File: src/hdl/dlct_pkg.sv
// Shared widths, register indexes, reset values and types for the dark line center tracker.
`default_nettype none
package dlct_pkg;

    localparam int COORD_BITS = 10;
    localparam int HALF_BITS  = COORD_BITS - 1;
    localparam int RED_BITS   = 8;
    localparam int IDX_BITS   = 3;
    localparam int DATA_BITS  = (COORD_BITS > RED_BITS) ? COORD_BITS : RED_BITS;

    typedef logic [COORD_BITS-1:0] coord_t;
    typedef logic [HALF_BITS-1:0]  half_t;
    typedef logic [RED_BITS-1:0]   red_t;
    typedef logic [COORD_BITS:0]   coord_ext_t;

    localparam logic [IDX_BITS-1:0] REG_SEARCH_ROW    = 3'd0;
    localparam logic [IDX_BITS-1:0] REG_DARK_THRESH   = 3'd1;
    localparam logic [IDX_BITS-1:0] REG_WINDOW_HALF   = 3'd2;
    localparam logic [IDX_BITS-1:0] REG_DEFAULT_LEFT  = 3'd3;
    localparam logic [IDX_BITS-1:0] REG_DEFAULT_RIGHT = 3'd4;

    localparam coord_t RST_SEARCH_ROW    = coord_t'(470);
    localparam red_t   RST_DARK_THRESH   = red_t'(40);
    localparam half_t  RST_WINDOW_HALF   = half_t'(100);
    localparam coord_t RST_DEFAULT_LEFT  = coord_t'(100);
    localparam coord_t RST_DEFAULT_RIGHT = coord_t'(540);
    localparam coord_t RST_CENTER        = coord_t'(320);

    localparam coord_ext_t EDGE_MARGIN = coord_ext_t'(2);

    typedef struct packed {
        logic left_hit;
        logic right_hit;
    } window_hit_t;

endpackage
`default_nettype wire

File: src/hdl/dark_line_center_tracker_unit.sv
// Top level of the dark line center tracker: input stage, edge state, result register.
//
//  channel   ports                                           direction
//  pixel     s_valid s_ready s_pixel_col s_pixel_row         in
//            s_red_level s_frame_end
//  center    m_valid m_ready m_line_center                   out
//  config    cfg_wr_en cfg_index cfg_wdata                   in
//
// One pixel a cycle unless a frame-end pixel waits: a pixel sits in the input register,
// then its edge test and, on a frame end, the center update run into the result register.
// A result is registered as its frame-end pixel leaves the input register.
// Reset sets the registers and the tracked center to their defaults and clears the flags.
// A frame-end pixel waits on a full result register; pixels behind it wait with it.
`default_nettype none
module dark_line_center_tracker_unit (
    input  wire logic                            aclk,
    input  wire logic                            aresetn,
    input  wire logic                            s_valid,
    output logic                                 s_ready,
    input  wire dlct_pkg::coord_t                s_pixel_col,
    input  wire dlct_pkg::coord_t                s_pixel_row,
    input  wire dlct_pkg::red_t                  s_red_level,
    input  wire logic                            s_frame_end,
    output logic                                 m_valid,
    input  wire logic                            m_ready,
    output dlct_pkg::coord_t                     m_line_center,
    input  wire logic                            cfg_wr_en,
    input  wire logic [dlct_pkg::IDX_BITS-1:0]   cfg_index,
    input  wire logic [dlct_pkg::DATA_BITS-1:0]  cfg_wdata
);

    dlct_pkg::coord_t search_row_reg;
    dlct_pkg::red_t   dark_thresh_reg;
    dlct_pkg::half_t  window_half_reg;
    dlct_pkg::coord_t default_left_reg;
    dlct_pkg::coord_t default_right_reg;

    logic             in_valid_reg;
    dlct_pkg::coord_t in_col_reg;
    dlct_pkg::coord_t in_row_reg;
    dlct_pkg::red_t   in_red_reg;
    logic             in_end_reg;

    dlct_pkg::coord_t center_reg,  center_next;
    dlct_pkg::coord_t left_reg,    left_next;
    dlct_pkg::coord_t right_reg,   right_next;
    logic             left_found_reg,  left_found_next;
    logic             right_found_reg, right_found_next;

    logic             out_valid_reg;
    dlct_pkg::coord_t out_center_reg;

    logic                  out_free;
    logic                  advance;
    logic                  end_fire;
    logic                  dark;
    dlct_pkg::window_hit_t hit;
    dlct_pkg::coord_t      left_sel;
    dlct_pkg::coord_t      right_sel;
    dlct_pkg::coord_ext_t  edge_sum;
    dlct_pkg::coord_ext_t  mid_sum;
    dlct_pkg::coord_t      new_center;

    // Configuration registers
    always_ff @(posedge aclk) begin
        if (!aresetn) begin
            search_row_reg    <= dlct_pkg::RST_SEARCH_ROW;
            dark_thresh_reg   <= dlct_pkg::RST_DARK_THRESH;
            window_half_reg   <= dlct_pkg::RST_WINDOW_HALF;
            default_left_reg  <= dlct_pkg::RST_DEFAULT_LEFT;
            default_right_reg <= dlct_pkg::RST_DEFAULT_RIGHT;
        end else if (cfg_wr_en) begin
            case (cfg_index)
                dlct_pkg::REG_SEARCH_ROW:
                    search_row_reg <= cfg_wdata[dlct_pkg::COORD_BITS-1:0];
                dlct_pkg::REG_DARK_THRESH:
                    dark_thresh_reg <= cfg_wdata[dlct_pkg::RED_BITS-1:0];
                dlct_pkg::REG_WINDOW_HALF:
                    window_half_reg <= cfg_wdata[dlct_pkg::HALF_BITS-1:0];
                dlct_pkg::REG_DEFAULT_LEFT:
                    default_left_reg <= cfg_wdata[dlct_pkg::COORD_BITS-1:0];
                dlct_pkg::REG_DEFAULT_RIGHT:
                    default_right_reg <= cfg_wdata[dlct_pkg::COORD_BITS-1:0];
                default: ;
            endcase
        end
    end

    // Handshake: a frame-end pixel holds until the result register is free.
    assign out_free = !out_valid_reg || m_ready;
    assign advance  = in_valid_reg && (!in_end_reg || out_free);
    assign end_fire = advance && in_end_reg;
    assign s_ready  = !in_valid_reg || advance;

    always_ff @(posedge aclk) begin
        if (!aresetn) begin
            in_valid_reg <= 1'b0;
        end else if (s_ready) begin
            in_valid_reg <= s_valid;
        end
    end

    always_ff @(posedge aclk) begin
        if (s_ready && s_valid) begin
            in_col_reg <= s_pixel_col;
            in_row_reg <= s_pixel_row;
            in_red_reg <= s_red_level;
            in_end_reg <= s_frame_end;
        end
    end

    assign dark = (in_row_reg == search_row_reg) && (in_red_reg < dark_thresh_reg);

    dlct_window_check u_window (
        .col         (in_col_reg),
        .center      (center_reg),
        .window_half (window_half_reg),
        .dark        (dark),
        .hit         (hit)
    );

    always_comb begin
        left_next        = left_reg;
        right_next       = right_reg;
        left_found_next  = left_found_reg;
        right_found_next = right_found_reg;
        center_next      = center_reg;

        if (hit.left_hit && !left_found_reg) begin
            left_next       = in_col_reg;
            left_found_next = 1'b1;
        end
        if (hit.right_hit) begin
            right_next       = in_col_reg;
            right_found_next = 1'b1;
        end

        // The frame-end pixel counts before the center is formed.
        left_sel   = left_found_next  ? left_next  : default_left_reg;
        right_sel  = right_found_next ? right_next : default_right_reg;
        edge_sum   = dlct_pkg::coord_ext_t'(left_sel) + dlct_pkg::coord_ext_t'(right_sel);
        mid_sum    = dlct_pkg::coord_ext_t'(edge_sum[dlct_pkg::COORD_BITS:1])
                     + dlct_pkg::coord_ext_t'(center_reg);
        new_center = mid_sum[dlct_pkg::COORD_BITS:1];

        if (in_end_reg) begin
            center_next      = new_center;
            left_found_next  = 1'b0;
            right_found_next = 1'b0;
        end
    end

    always_ff @(posedge aclk) begin
        if (!aresetn) begin
            center_reg      <= dlct_pkg::RST_CENTER;
            left_found_reg  <= 1'b0;
            right_found_reg <= 1'b0;
            left_reg        <= '0;
            right_reg       <= '0;
        end else if (advance) begin
            center_reg      <= center_next;
            left_found_reg  <= left_found_next;
            right_found_reg <= right_found_next;
            left_reg        <= left_next;
            right_reg       <= right_next;
        end
    end

    always_ff @(posedge aclk) begin
        if (!aresetn) begin
            out_valid_reg <= 1'b0;
        end else if (out_free) begin
            out_valid_reg <= end_fire;
        end
    end

    always_ff @(posedge aclk) begin
        if (end_fire) begin
            out_center_reg <= new_center;
        end
    end

    assign m_valid       = out_valid_reg;
    assign m_line_center = out_center_reg;

`ifndef NO_ASSERTIONS
    a_flags_clear: assert property (@(posedge aclk) disable iff (!aresetn)
        end_fire |=> !left_found_reg && !right_found_reg)
        else $error("found flags not cleared after frame end");

    a_center_hold: assert property (@(posedge aclk) disable iff (!aresetn)
        !end_fire |=> $stable(center_reg))
        else $error("tracked center moved without a frame end");

    a_result_matches: assert property (@(posedge aclk) disable iff (!aresetn)
        end_fire |=> m_valid && (m_line_center == center_reg))
        else $error("result register differs from new tracked center");

    a_left_kept: assert property (@(posedge aclk) disable iff (!aresetn)
        left_found_reg && !end_fire |=> $stable(left_reg))
        else $error("left edge overwritten after it was found");
`endif

endmodule
`default_nettype wire

File: src/hdl/dlct_window_check.sv
// Window and parity test of one column against the tracked center.
`default_nettype none
module dlct_window_check (
    input  wire dlct_pkg::coord_t      col,
    input  wire dlct_pkg::coord_t      center,
    input  wire dlct_pkg::half_t       window_half,
    input  wire logic                  dark,
    output dlct_pkg::window_hit_t      hit
);

    dlct_pkg::coord_ext_t col_x;
    dlct_pkg::coord_ext_t ctr_x;
    dlct_pkg::coord_ext_t w_x;
    logic                 even;
    logic                 ge_neg_w;
    logic                 le_w_m2;
    logic                 ge_neg_w_p2;
    logic                 le_w;

    // Offsets compared as sums so that nothing goes negative.
    assign col_x = dlct_pkg::coord_ext_t'(col);
    assign ctr_x = dlct_pkg::coord_ext_t'(center);
    assign w_x   = dlct_pkg::coord_ext_t'(window_half);
    assign even  = (col[0] == center[0]);

    assign ge_neg_w    = (col_x + w_x) >= ctr_x;
    assign le_w_m2     = (col_x + dlct_pkg::EDGE_MARGIN) <= (ctr_x + w_x);
    assign ge_neg_w_p2 = (col_x + w_x) >= (ctr_x + dlct_pkg::EDGE_MARGIN);
    assign le_w        = col_x <= (ctr_x + w_x);

    always_comb begin
        hit.left_hit  = dark && even && ge_neg_w && le_w_m2;
        hit.right_hit = dark && even && ge_neg_w_p2 && le_w;
    end

endmodule
`default_nettype wire

File: config.mk
export PLATFORM = sky130hd
export DESIGN_NAME = dark_line_center_tracker_unit
export DESIGN_NICKNAME = d
export VERILOG_FILES = /design/src/hdl/dlct_pkg.sv /design/src/hdl/dark_line_center_tracker_unit.sv /design/src/hdl/dlct_window_check.sv
export SDC_FILE = /design/constraint.sdc
export NUM_CORES = 1
export LEC_CHECK = 0
export BUFFER_PORTS_ARGS = -buffer_cell sky130_fd_sc_hd__buf_2
export CAP_MARGIN = 40
export CORE_MARGIN = 2
export CORE_UTILIZATION = 45
export CTS_BUF_LIST = sky130_fd_sc_hd__clkbuf_8
export DETAILED_ROUTE_END_ITERATION = 6
export GPL_ROUTABILITY_DRIVEN = 0
export PLACE_DENSITY_LB_ADDON = 0.25
export SYNTH_ARGS = -nofsm -noshare
export SYNTH_HDL_FRONTEND = slang
export SYNTH_SLANG_ARGS = --single-unit
File: constraint.sdc
create_clock -name aclk -period 6 [get_ports aclk]
set_input_delay 1.8 -clock aclk [delete_from_list [all_inputs] [get_ports aclk]]
set_output_delay 1.8 -clock aclk [all_outputs]
set_load 0.05 [all_outputs]
==> impl_results.md <==
- Port Buffers: 58
- Final Slew Violations: 0
- WP data required: 6.34 ns
- Synthesized Nets: 999
- Critical path depth: 34
- # nets final: 1169
- Number of H-tree levels: 4
- Final WL: 20.3 mm
- Die W: 135 um
- Ports: 59
- Syn avg cell area: 9.00 um2
- CTS buffer count: 17
- Hold WS: 0.470 ns
- Post-synth EDFFs: 39
- Sequential Area: 0.00280 mm2
- RSZ-0062 raised after global routing: true
- VDD IR-drop max: 0.190 mV
- Critical path's largest stage delay: 0.55 ns
- Synth warn: 0
- Crit path buffers/inverters: 5
- Clock Path Buffers: 2
- Finished Layout Cells: 1272
- Crit-path max FO: 6
- Fraction of layout cells with a size suffix above 1: 0.287
- Cell variety after synth: 61
- Min-Delay Path Depth: 2
- # rows: 48
- # diodes: 0
- Critical path type: flop to flop
- Post-synthesis instance total: 864
- Clk_lat worst skew: 0.45 ns
- 1st-iter DRT viols: 291
- Max Cap Viol: 0
- Status: finished, violations left
- Syn Std Cell Area: 0.00777 mm2
- Initial Util: 0.454
- Fill cells: 1507
- TritonCTS clock tree: built
- Startpoint types: flop
- Post-Place Cells: 1217
- Crit path time final: 6.40 ns
- Grt total ovfl: 0
- TritonCTS Sinks: 120
- Setup tns final: -3.07 ns
- Final setup violation count: 12
- Leakage: 0.00436 uW
- Slowest CP cell: or4_4
- Sequential share of the synthesized area: 0.359
- Vias/cell: 5.23
- Rel. slew slack: 0.460
- Final hold viol count: 0
- Die height: 135 um
- GRT Util Overall: 0.229
- R2R cell count: 34
- Final worst setup slack: -0.404 ns
- Initial antenna violation count: 0
- Core area: 0.0171 mm2
- DRC: 0
- Die ar.: 0.0183 mm2
- Fmax: 156 MHz
- Hold bufs inserted after CTS: 0
- Main synth FF type: dfxtp_1
- Asr flop ratio synth: 0
- Power Dens Cells: 219 mW/mm2
- HPWL Detailed: 15.4 mm
- Worst Skew: 0.0161 ns
- Min-Delay Path Class: flop to flop
- First-pass GRT wire length: 32.2 mm
- Area of the multi-input gates: 0.00514 mm2
- FF+latch count, synth: 120
- Slew @ Worst Pin: 0.809 ns
- Largest net degree at the start of global routing: 51
- Most common cell after layout, fill and taps aside: nand2_1
- Vias: 6652
- CTS root buf: clkbuf_8
- Wire per inst: 15.9 um
- Failing checks: setup timing
- DR pass1 iterations: 4
- Post-route ant nets: 0
- Most frequent cells in the layout: nand2_1, buf_4, dfxtp_1, ha_1, buf_2
- Layout Utilization: 0.586
- Vias in the first global route: 6366
- Clk slew on worst S/H paths: 0.08 ns
- Top cell by count, worst path: buf_4
- Period utilisation layout: 1.07
- Layout area overhead: 29.0%
- Critical path endpoint category: flop
- Crit path max-delay family: compound AO/OA/AOI/OAI gates
- Crit path DAT: 6.74 ns
## routing by layer
metal  global-route usage  vias up  routed length [um]
met5                    0        -                   0
met4                0.102        0                 724
met3               0.0445       55                 965
met2                0.367      172                9220
met1                0.300     3039                9350
li1                     -     3386                   -
## per-stage QoR
step                      cell area (um2)  total power, uW  worst slack [ns]
final                               10000             2200            -0.404
after detailed placement             9050             1370            -0.383
after CTS                            9660             2150            -0.152
after global routing                10000             2310            -0.708
after global placement               9030             1370            -0.249
after floorplan                      7830             1200           -0.0391
## synthesized netlist by cell type (4+ instances only)
| cell type | count | area [um2] |
|---|---|---|
| a21boi_0 | 41 | 308 |
| a21o_1 | 12 | 90.1 |
| a21oi_1 | 27 | 135 |
| a31oi_1 | 4 | 25.0 |
| and2_1 | 4 | 25.0 |
| and3_1 | 6 | 37.5 |
| clkbuf_1 | 28 | 105 |
| dfxtp_1 | 81 | 1620 |
| edfxtp_1 | 39 | 1170 |
| fa_1 | 4 | 80.1 |
| ha_1 | 84 | 1050 |
| inv_1 | 42 | 158 |
| mux2_2 | 4 | 45.0 |
| mux2i_1 | 40 | 400 |
| nand2_1 | 157 | 589 |
| nand2b_1 | 9 | 56.3 |
| nand3_1 | 37 | 185 |
| nand4_1 | 4 | 25.0 |
| nor2_1 | 37 | 139 |
| nor2b_1 | 30 | 188 |
| nor3_1 | 7 | 35.0 |
| nor4_1 | 4 | 25.0 |
| o211ai_1 | 8 | 60.1 |
| o21a_1 | 11 | 82.6 |
| o21ai_0 | 40 | 200 |
| o21bai_1 | 5 | 37.5 |
| xnor2_1 | 28 | 245 |
| xor2_1 | 21 | 184 |
## tightest hold or removal path, cell delays in order (launching register included)
cell	delay, ns
dfxtp_1	0.32
nand2_1	0.05
a21boi_0	0.06
## cell type report
cell class / count / share of cell area
Multi-Input combinational cell: 671 / 0.513
Sequential cell: 120 / 0.279
Timing Repair Buffer: 182 / 0.124
Tap cell: 225 / 0.0281
Clock buffer: 19 / 0.0261
Inverter: 42 / 0.0157
Clock inverter: 13 / 0.0145
## path summary, 6_finish.rpt
check | from | endpoint | slack, ns
worst max-delay path | window_half_reg[0] | center_reg[9] | -0.40
worst min-delay path | dark_thresh_reg[2] | dark_thresh_reg[2] | 0.47
worst max register to register | window_half_reg[0] | center_reg[9] | -0.40
worst min register to register | dark_thresh_reg[2] | dark_thresh_reg[2] | 0.47
## report_power, final
group	total, uW	switching, uW	internal (uW)
logic	563	286	277
clock network	748	354	395
registers	890	18.7	871
total	2200	658	1540
## logic make-up (layout without fill, tap and decap cells)
kind of cell	Yosys count	after routing	synth area share
xor+xnor	49	49	0.0552
mux	44	44	0.0573
simple gates	308	308	0.183
flops	120	120	0.359
compound gates	182	182	0.164
buf+inv	73	256	0.0357
fa+ha+maj	88	88	0.146
## repair_timing
item	4_1_cts	5_1_grt
setup endpoints to repair	13	16
setup buffers	9	16
cloned	0	0
pin swaps	11	30
gates resized for setup	31	62
(Power assumes the default switching activity.)
